`config.mk`:
```
export PLATFORM = sky130hd
export DESIGN_NAME = wifi_channel_frequency_map
export DESIGN_NICKNAME = d
export VERILOG_FILES = /design/src/rtl/core/wcfm_pkg.sv /design/src/rtl/core/wcfm_lookup.sv /design/src/rtl/core/wifi_channel_frequency_map.sv
export SDC_FILE = /design/constraint.sdc
export NUM_CORES = 2
export LEC_CHECK = 0
export BUFFER_PORTS_ARGS = -buffer_cell sky130_fd_sc_hd__buf_2
export CORE_ASPECT_RATIO = 0.7
export CORE_MARGIN = 2
export CORE_UTILIZATION = 50
export CTS_BUF_LIST = sky130_fd_sc_hd__clkbuf_16
export DETAILED_ROUTE_END_ITERATION = 10
export GPL_TIMING_DRIVEN = 0
export MAX_ROUTING_LAYER = met4
export PLACE_DENSITY = 0.69
export SKIP_LAST_GASP = 1
export SLEW_MARGIN = 20
export SYNTH_ARGS = -nofsm -noshare
export SYNTH_HDL_FRONTEND = slang
export SYNTH_SLANG_ARGS = --single-unit
export TNS_END_PERCENT = 20
```
`constraint.sdc`:
```
create_clock -name clk -period 31.4 [get_ports clk]
set_input_delay 1.57 -clock clk [delete_from_list [all_inputs] [get_ports clk]]
set_output_delay 1.57 -clock clk [all_outputs]
set_load 0.01 [all_outputs]
```
`src/rtl/core/wcfm_pkg.sv`:
```
// ----------------------------------------------------------------------------
// Wi-Fi channel frequency map package
// Band table, grid groups and the query and result types of the block.
// ----------------------------------------------------------------------------
package wcfm_pkg;

    localparam int NUM_ENTRIES = 68;
    localparam int NUM_GRP     = 6;
    localparam int IDX_W       = $clog2(NUM_ENTRIES);

    // Frequency grids: each has a base and a channel spacing.
    typedef enum logic [2:0] {
        GRP_2G4    = 3'd0,
        GRP_CH14   = 3'd1,
        GRP_5G     = 3'd2,
        GRP_6G     = 3'd3,
        GRP_6G_LOW = 3'd4,
        GRP_60G    = 3'd5
    } wcfm_grp_t;

    localparam logic [2:0] REG_GLOBAL = 3'd0;
    localparam logic [2:0] REG_US     = 3'd1;
    localparam logic [2:0] REG_EU     = 3'd2;
    localparam logic [2:0] REG_JP     = 3'd3;
    localparam logic [2:0] REG_CN     = 3'd4;

    localparam logic [11:0] STEP_NARROW = 12'd5;
    localparam logic [11:0] STEP_60G    = 12'd2160;

    typedef struct packed {
        logic [7:0] cls;
        logic [7:0] lo_ch;
        logic [7:0] hi_ch;
        wcfm_grp_t  grp;
        logic [2:0] region;
    } wcfm_entry_t;

    typedef struct packed {
        logic        op;
        logic [7:0]  cls;
        logic [7:0]  ch;
        logic [16:0] freq;
    } wcfm_query_t;

    typedef struct packed {
        logic        found;
        logic [16:0] freq;
        logic [7:0]  cls;
        logic [7:0]  ch;
    } wcfm_result_t;

    localparam logic OP_CH_TO_FREQ = 1'b0;
    localparam logic OP_FREQ_TO_CH = 1'b1;

    function automatic logic [16:0] grp_base(input wcfm_grp_t g);
        logic [16:0] b;
        case (g)
            GRP_2G4:    b = 17'd2407;
            GRP_CH14:   b = 17'd2414;
            GRP_5G:     b = 17'd5000;
            GRP_6G:     b = 17'd5950;
            GRP_6G_LOW: b = 17'd5925;
            GRP_60G:    b = 17'd56160;
            default:    b = 17'd0;
        endcase
        return b;
    endfunction

    localparam wcfm_entry_t BAND_ROM [NUM_ENTRIES] = '{
        '{8'd81,  8'd1,   8'd13,  GRP_2G4,    REG_GLOBAL},
        '{8'd82,  8'd14,  8'd14,  GRP_CH14,   REG_GLOBAL},
        '{8'd83,  8'd1,   8'd13,  GRP_2G4,    REG_GLOBAL},
        '{8'd84,  8'd5,   8'd13,  GRP_2G4,    REG_GLOBAL},
        '{8'd115, 8'd36,  8'd48,  GRP_5G,     REG_GLOBAL},
        '{8'd116, 8'd36,  8'd44,  GRP_5G,     REG_GLOBAL},
        '{8'd117, 8'd40,  8'd48,  GRP_5G,     REG_GLOBAL},
        '{8'd118, 8'd52,  8'd64,  GRP_5G,     REG_GLOBAL},
        '{8'd119, 8'd52,  8'd60,  GRP_5G,     REG_GLOBAL},
        '{8'd120, 8'd56,  8'd64,  GRP_5G,     REG_GLOBAL},
        '{8'd121, 8'd100, 8'd140, GRP_5G,     REG_GLOBAL},
        '{8'd122, 8'd100, 8'd142, GRP_5G,     REG_GLOBAL},
        '{8'd123, 8'd104, 8'd136, GRP_5G,     REG_GLOBAL},
        '{8'd124, 8'd149, 8'd161, GRP_5G,     REG_GLOBAL},
        '{8'd125, 8'd149, 8'd177, GRP_5G,     REG_GLOBAL},
        '{8'd126, 8'd149, 8'd173, GRP_5G,     REG_GLOBAL},
        '{8'd127, 8'd153, 8'd177, GRP_5G,     REG_GLOBAL},
        '{8'd128, 8'd36,  8'd177, GRP_5G,     REG_GLOBAL},
        '{8'd129, 8'd36,  8'd177, GRP_5G,     REG_GLOBAL},
        '{8'd130, 8'd36,  8'd177, GRP_5G,     REG_GLOBAL},
        '{8'd131, 8'd1,   8'd233, GRP_6G,     REG_GLOBAL},
        '{8'd132, 8'd3,   8'd233, GRP_6G,     REG_GLOBAL},
        '{8'd133, 8'd7,   8'd233, GRP_6G,     REG_GLOBAL},
        '{8'd134, 8'd15,  8'd233, GRP_6G,     REG_GLOBAL},
        '{8'd135, 8'd7,   8'd233, GRP_6G,     REG_GLOBAL},
        '{8'd136, 8'd2,   8'd2,   GRP_6G_LOW, REG_GLOBAL},
        '{8'd180, 8'd1,   8'd8,   GRP_60G,    REG_GLOBAL},
        '{8'd181, 8'd9,   8'd15,  GRP_60G,    REG_GLOBAL},
        '{8'd182, 8'd17,  8'd22,  GRP_60G,    REG_GLOBAL},
        '{8'd183, 8'd25,  8'd29,  GRP_60G,    REG_GLOBAL},
        '{8'd12,  8'd1,   8'd11,  GRP_2G4,    REG_US},
        '{8'd32,  8'd1,   8'd7,   GRP_2G4,    REG_US},
        '{8'd33,  8'd5,   8'd11,  GRP_2G4,    REG_US},
        '{8'd1,   8'd36,  8'd48,  GRP_5G,     REG_US},
        '{8'd2,   8'd52,  8'd64,  GRP_5G,     REG_US},
        '{8'd4,   8'd100, 8'd144, GRP_5G,     REG_US},
        '{8'd5,   8'd149, 8'd165, GRP_5G,     REG_US},
        '{8'd34,  8'd1,   8'd8,   GRP_60G,    REG_US},
        '{8'd37,  8'd9,   8'd15,  GRP_60G,    REG_US},
        '{8'd38,  8'd17,  8'd22,  GRP_60G,    REG_US},
        '{8'd39,  8'd25,  8'd29,  GRP_60G,    REG_US},
        '{8'd4,   8'd1,   8'd13,  GRP_2G4,    REG_EU},
        '{8'd11,  8'd1,   8'd9,   GRP_2G4,    REG_EU},
        '{8'd12,  8'd5,   8'd13,  GRP_2G4,    REG_EU},
        '{8'd1,   8'd36,  8'd48,  GRP_5G,     REG_EU},
        '{8'd2,   8'd52,  8'd64,  GRP_5G,     REG_EU},
        '{8'd3,   8'd100, 8'd140, GRP_5G,     REG_EU},
        '{8'd17,  8'd149, 8'd169, GRP_5G,     REG_EU},
        '{8'd18,  8'd1,   8'd6,   GRP_60G,    REG_EU},
        '{8'd21,  8'd9,   8'd11,  GRP_60G,    REG_EU},
        '{8'd22,  8'd17,  8'd18,  GRP_60G,    REG_EU},
        '{8'd23,  8'd25,  8'd25,  GRP_60G,    REG_EU},
        '{8'd30,  8'd1,   8'd13,  GRP_2G4,    REG_JP},
        '{8'd31,  8'd14,  8'd14,  GRP_CH14,   REG_JP},
        '{8'd1,   8'd34,  8'd64,  GRP_5G,     REG_JP},
        '{8'd32,  8'd52,  8'd64,  GRP_5G,     REG_JP},
        '{8'd34,  8'd100, 8'd140, GRP_5G,     REG_JP},
        '{8'd59,  8'd1,   8'd6,   GRP_60G,    REG_JP},
        '{8'd62,  8'd9,   8'd11,  GRP_60G,    REG_JP},
        '{8'd63,  8'd17,  8'd18,  GRP_60G,    REG_JP},
        '{8'd64,  8'd25,  8'd25,  GRP_60G,    REG_JP},
        '{8'd7,   8'd1,   8'd13,  GRP_2G4,    REG_CN},
        '{8'd8,   8'd1,   8'd9,   GRP_2G4,    REG_CN},
        '{8'd9,   8'd5,   8'd13,  GRP_2G4,    REG_CN},
        '{8'd1,   8'd36,  8'd48,  GRP_5G,     REG_CN},
        '{8'd2,   8'd52,  8'd64,  GRP_5G,     REG_CN},
        '{8'd3,   8'd149, 8'd165, GRP_5G,     REG_CN},
        '{8'd6,   8'd149, 8'd157, GRP_5G,     REG_CN}
    };

endpackage

```
`src/rtl/core/wcfm_lookup.sv`:
```
// ----------------------------------------------------------------------------
// Wi-Fi channel frequency lookup
// Compares one query against every band entry in parallel and selects the
// winning entry for either direction of the mapping.
// ----------------------------------------------------------------------------
module wcfm_lookup
    import wcfm_pkg::*;
(
    input  wcfm_query_t  query,
    input  logic [2:0]   region,
    output wcfm_result_t result
);

    logic [NUM_GRP-1:0]     grp_ok;
    logic [8:0]             grp_ch [NUM_GRP];
    logic [NUM_ENTRIES-1:0] hit0;
    logic [NUM_ENTRIES-1:0] hit1;

    // Per grid: offset from the base, channel by reciprocal multiply, exact check.
    always_comb
    begin
        logic [17:0] diff;
        logic [24:0] prod5;
        logic [31:0] prod60;
        logic [8:0]  cand;
        logic [10:0] back5;
        logic [16:0] back60;
        for (int g = 0; g < NUM_GRP; g++)
        begin
            diff   = {1'b0, query.freq} - {1'b0, grp_base(wcfm_grp_t'(g))};
            prod5  = 25'(diff[10:0]) * 25'd13108;
            prod60 = 32'(diff[15:0]) * 32'd62138;
            if (wcfm_grp_t'(g) == GRP_60G)
            begin
                cand      = {4'd0, prod60[31:27]};
                back60    = 17'(cand[4:0]) * 17'(STEP_60G);
                grp_ok[g] = !diff[17] && !diff[16] && (back60 == {1'b0, diff[15:0]});
            end
            else
            begin
                cand      = prod5[24:16];
                back5     = {cand, 2'b00} + {2'b00, cand};
                grp_ok[g] = !diff[17] && (diff[16:11] == 6'd0) && (back5 == diff[10:0]);
            end
            grp_ch[g] = cand;
        end
    end

    always_comb
    begin
        logic [7:0] eff;
        logic [8:0] c9;
        for (int i = 0; i < NUM_ENTRIES; i++)
        begin
            eff     = (query.ch != 8'd0) ? query.ch : BAND_ROM[i].lo_ch;
            hit0[i] = (BAND_ROM[i].cls == query.cls)
                      && ((BAND_ROM[i].region == REG_GLOBAL) || (BAND_ROM[i].region == region))
                      && (eff >= BAND_ROM[i].lo_ch) && (eff <= BAND_ROM[i].hi_ch);
            c9      = grp_ch[BAND_ROM[i].grp];
            hit1[i] = grp_ok[BAND_ROM[i].grp]
                      && (c9 >= {1'b0, BAND_ROM[i].lo_ch})
                      && (c9 <= {1'b0, BAND_ROM[i].hi_ch});
        end
    end

    always_comb
    begin
        logic             taken0;
        logic [IDX_W-1:0] sel0;
        wcfm_entry_t      ent;
        logic [7:0]       ch0;
        logic [19:0]      span;
        logic [19:0]      f0;
        logic             taken1;
        logic [7:0]       cls1;
        logic [7:0]       ch1;
        logic             gseen;
        logic [7:0]       gcls;
        logic [7:0]       gch;

        taken0 = 1'b0;
        sel0   = '0;
        for (int i = 0; i < NUM_ENTRIES; i++)
        begin
            if (hit0[i] && !taken0)
            begin
                taken0 = 1'b1;
                sel0   = IDX_W'(i);
            end
        end
        ent  = BAND_ROM[sel0];
        ch0  = (query.ch != 8'd0) ? query.ch : ent.lo_ch;
        span = (ent.grp == GRP_60G) ? (20'(ch0) * 20'(STEP_60G)) : (20'(ch0) * 20'(STEP_NARROW));
        f0   = 20'(grp_base(ent.grp)) + span;

        // A region entry wins at once; otherwise the last global entry counts.
        taken1 = 1'b0;
        cls1   = 8'd0;
        ch1    = 8'd0;
        gseen  = 1'b0;
        gcls   = 8'd0;
        gch    = 8'd0;
        for (int i = 0; i < NUM_ENTRIES; i++)
        begin
            if (hit1[i] && (BAND_ROM[i].region == region) && !taken1)
            begin
                taken1 = 1'b1;
                cls1   = BAND_ROM[i].cls;
                ch1    = grp_ch[BAND_ROM[i].grp][7:0];
            end
            if (hit1[i] && (BAND_ROM[i].region == REG_GLOBAL))
            begin
                gseen = 1'b1;
                gcls  = BAND_ROM[i].cls;
                gch   = grp_ch[BAND_ROM[i].grp][7:0];
            end
        end

        result = '0;
        if (query.op == OP_CH_TO_FREQ)
        begin
            if (taken0)
            begin
                result.found = 1'b1;
                result.freq  = f0[16:0];
            end
        end
        else if (taken1)
        begin
            result.found = 1'b1;
            result.cls   = cls1;
            result.ch    = ch1;
        end
        else if (gseen)
        begin
            result.found = 1'b1;
            result.cls   = gcls;
            result.ch    = gch;
        end
    end

endmodule

```
`src/rtl/core/wifi_channel_frequency_map.sv`:
```
// ----------------------------------------------------------------------------
// Wi-Fi channel frequency map
// Maps an operating class and channel to a centre frequency, or a frequency
// back to a class and channel, against a fixed table of band ranges.
//
// Items arrive on the s_ group and leave on the m_ group. Each input item
// gives exactly one result item. An item is captured in an input register,
// looked up against all table entries in parallel and written to the result
// register when that register is free or being read. One item is accepted
// every cycle while the receiver holds m_tready high, limited only by the
// single parallel lookup between the two registers.
// When the receiver stalls, the result is held and the input register keeps
// accepting until both registers are full; s_tready then falls until m_tready
// returns. The region register is written through the cfg_ group, which is
// always ready, and should only change while no item is in flight.
// Reset empties both registers and sets the region to global.
// ----------------------------------------------------------------------------
module wifi_channel_frequency_map
    import wcfm_pkg::*;
(
    input  logic        clk,
    input  logic        rst_n,
    input  logic        s_tvalid,
    output logic        s_tready,
    input  logic [39:0] s_tdata,   // query_class, query_channel, query_freq_mhz, zero pad
    input  logic [0:0]  s_tuser,   // op
    output logic        m_tvalid,
    input  logic        m_tready,
    output logic [39:0] m_tdata,   // freq_mhz, result_class, result_channel, zero pad
    output logic [0:0]  m_tuser,   // found
    input  logic        cfg_valid,
    output logic        cfg_ready,
    input  logic [2:0]  cfg_data
);

    logic         in_valid_reg;
    logic         in_valid_next;
    wcfm_query_t  in_query_reg;
    wcfm_query_t  in_query_next;
    logic         out_valid_reg;
    logic         out_valid_next;
    wcfm_result_t out_result_reg;
    wcfm_result_t out_result_next;
    logic [2:0]   region_reg;
    logic [2:0]   region_next;
    wcfm_result_t lookup_result;
    logic         out_load;
    logic         in_load;

    wcfm_lookup u_lookup (
        .query  (in_query_reg),
        .region (region_reg),
        .result (lookup_result)
    );

    assign out_load  = !out_valid_reg || m_tready;
    assign s_tready  = !in_valid_reg || out_load;
    assign in_load   = s_tvalid && s_tready;
    assign cfg_ready = 1'b1;

    always_comb
    begin
        in_valid_next   = in_valid_reg;
        in_query_next   = in_query_reg;
        out_valid_next  = out_valid_reg;
        out_result_next = out_result_reg;
        region_next     = region_reg;
        if (out_load)
        begin
            out_valid_next  = in_valid_reg;
            out_result_next = lookup_result;
        end
        if (s_tready)
        begin
            in_valid_next = s_tvalid;
        end
        if (in_load)
        begin
            in_query_next.op   = s_tuser[0];
            in_query_next.cls  = s_tdata[7:0];
            in_query_next.ch   = s_tdata[15:8];
            in_query_next.freq = s_tdata[32:16];
        end
        if (cfg_valid)
        begin
            region_next = cfg_data;
        end
    end

    always_ff @(posedge clk or negedge rst_n)
    begin
        if (!rst_n)
        begin
            in_valid_reg  <= 1'b0;
            out_valid_reg <= 1'b0;
            region_reg    <= REG_GLOBAL;
        end
        else
        begin
            in_valid_reg  <= in_valid_next;
            out_valid_reg <= out_valid_next;
            region_reg    <= region_next;
        end
    end

    always_ff @(posedge clk)
    begin
        in_query_reg   <= in_query_next;
        out_result_reg <= out_result_next;
    end

    assign m_tvalid = out_valid_reg;
    assign m_tuser  = out_result_reg.found;
    assign m_tdata  = {7'd0, out_result_reg.ch, out_result_reg.cls, out_result_reg.freq};

    a_miss_is_zero: assert property (@(posedge clk) disable iff (!rst_n)
        (m_tvalid && !m_tuser[0]) |-> (m_tdata == 40'd0))
        else $error("result without a match carries non-zero fields");

    a_one_direction: assert property (@(posedge clk) disable iff (!rst_n)
        (m_tvalid && (m_tdata[16:0] != 17'd0)) |-> (m_tdata[32:17] == 16'd0))
        else $error("result carries both a frequency and a class or channel");

    a_accept_lands: assert property (@(posedge clk) disable iff (!rst_n)
        (s_tvalid && s_tready) |=> in_valid_reg)
        else $error("accepted item did not reach the input register");

    a_no_drop: assert property (@(posedge clk) disable iff (!rst_n)
        (in_valid_reg && out_load) |=> out_valid_reg)
        else $error("item in the input register was lost on the way to the output");

endmodule

```
==> flow_summary.toml <==
[yosys]
yosys.area.top_type_share = 0.2406
ys.flop_type = "edfxtp_1"
post_synth_instance_area_um2 = 30940
synthCells = 3672
synth_commonest_cells = "595 x ha_1, 575 x inv_1, 265 x fa_1"
async_reset_ff_frac = 0.06849
synth_top_cell_by_area = "ha_1"
ys_seq_area_frac = 0.07004
synth_area_leaders = "ha_1 24%, fa_1 17%, inv_1 7.0%"
ys_types = 121
yosysMostFrequentCell = "ha_1"
synth_enable_flop_cells = 68
syn_area_per_cell_um2 = 8.425
yosys_warnings = 0
ys_ff_latch = 73

[critical_path]
cp.arrival_ps = 15370
worstSetupStartpointType = "flop"
cp-end-kind = "flop"
cp.required_ps = 31540
critPathSlowestCell = "ha_1"
cp_max_fo = 12
cp_common_cell = "ha_1"
max_stage_delay_ps = 880
critPathKind = "reg2reg"
critPathLaunch = "in_query_reg[0]"
r2r-start = "in_query_reg[0]"

[floorplanning]
initial_core_util = 0.5044
die_height_um = 212.1
die_w_um = 301.3
die-area_um2 = 63910
coreArea_um2 = 61330
io_pins = 93
rows = 76

[clock_network]
cts_tree = "done"
post_cts_buffers = 0
h-tree-depth = 3
postCtsHoldBufs = 0
cts_buffers = 9
cts_sinks = 73
clk_transition_reported_paths_ps = 80
clock_latency_ps = 400
ctsRootBufferMaster = "clkbuf_16"
cts_resized = 0
clk_path_buf_depth = 2

[sta]
finalSetupViolations = 0
finClkSkew_ps = 14.34
rsz0062_at_grt = "false"
hold_viol_final = 0
report.final.slew_viol_count = 0
tns_ps = 0
fmax_ghz = 0.06566
layout_worst_path_cycle_share = 0.4850
relSlewSlack = 0.07643
worstMarginPinSlew_ps = 1350
fin_crit_ps = 15230

[routing]
wirelength_um = 98570
dr_total_vias = 28150
wl_per_cell_um = 21.44
first_pass_iters = 6
avgViaCountPerCell = 6.122
drt_iter0_drc = 3120
drc = 0
postRouteAntennaNets = 0

[status]
status = "finished, final reports clean"

[grt]
grt_max_degree = 20
overflow = 0
grt_pass1_wl_um = 154600
antenna_found_initial = 0
grt_pass1_vias = 26730
globalRouteTotalUtil = 0.3193

[hold_path]
hold_path_class = "reg2reg"
min_from = "in_valid_reg"

[flow_run]
drv_cap = 0

[final_layout]
largest_register_ffs = 34
layout.nets = 4683
drive_gt1_frac = 0.06483
antenna_cells = 0
area_delta_synth_final_pct = 6.471

[placed_design]
portBuffers = 77
place_congestion = 1.081
dp_hpwl_um = 82700
## kinds of logic (layout without fill, tap and decap cells)
| kind of cell | Yosys count | in the layout | synth area share |
|---|---|---|---|
| AOI/OAI and AO/OA | 860 | 860 | 0.1948 |
| muxes | 21 | 21 | 0.007118 |
| xor gates and xnor gates | 242 | 242 | 0.07409 |
| and+or+nand+nor | 901 | 901 | 0.1523 |
| DFF | 73 | 73 | 0.07004 |
| buffers and inverters | 712 | 813 | 0.08901 |
| adders and majority gates | 861 | 861 | 0.4124 |
| other | 2 | 8 | 0.0002427 |
## layout by cell type, fill, tap and decap left out, types with 24 or more instances in the layout
master,n
a2111oi_0,24
a211oi_1,32
a21o_1,63
a21oi_1,192
a31oi_1,44
and2_1,42
and3_1,30
buf_2,101
clkbuf_1,85
edfxtp_1,68
fa_1,265
ha_1,595
inv_1,575
nand2_1,196
nand2b_1,24
nand3_1,82
nand4_1,39
nor2_1,201
nor2b_1,27
nor3_1,80
nor4_1,27
o211ai_1,29
o21a_1,37
o21ai_0,140
o21bai_1,29
o31ai_1,24
xnor2_1,157
xor2_1,63
## worst max-delay path: cells and delay by family (launching register included)
family	cells	cell delay [ps]
AOI/OAI and AO/OA	12	3950
adders and majority gates	11	4950
DFF	1	710
and+or+nand+nor	6	1940
buffers and inverters	8	2630
xor gates and xnor gates	2	740
## layer usage
metal  track usage  part of all wire  vias to the layer above  wire (µm)
li1              -                 -                    13150          -
met1        0.4894              0.49                    13520      48210
met2        0.4245              0.39                     1374      38110
met3       0.07654              0.11                      108      11110
met4       0.04478             0.012                        0       1145
met5             -                 0                        -          0
## through the flow
stage                     std cells  utilization  hold slack, ps  instance area, µm²  setup WS, ps
after floorplan                3678            -           435.1               30960         19770
after global placement         4574       0.5278           453.7               32370         15180
after detailed placement       4582       0.5313           451.0               32590         16240
after CTS                      4598       0.5366           464.4               32910         16140
after global routing           4598       0.5371           487.4               32940         15800
final                          4598       0.5371           457.9               32940         16170
## final timing paths
check	to	slack (ps)	depth (start not counted)
worst max-delay path	m_tdata[28]	16170	39
worst min-delay path	m_tvalid	460	1
worst max register to register	m_tdata[28]	16170	39
worst min register to register	m_tvalid	460	1
max in group asynchronous	in_valid_reg	30280	1
min in group asynchronous	region_reg[0]	980	1
## cell type report
type,count,area [µm²]
fill,5817,28390
multi-input combinational,2893,26180
inverter,582,2185
sequential,73,2167
tap,819,1025
buffer,130,569.3
timing repair buffer,85,491.7
clock buffer,9,225.2
clock inverter,7,100.1
Power is not shown: default switching activity piles up to over one toggle a cycle in this logic, so the estimate is an artifact.
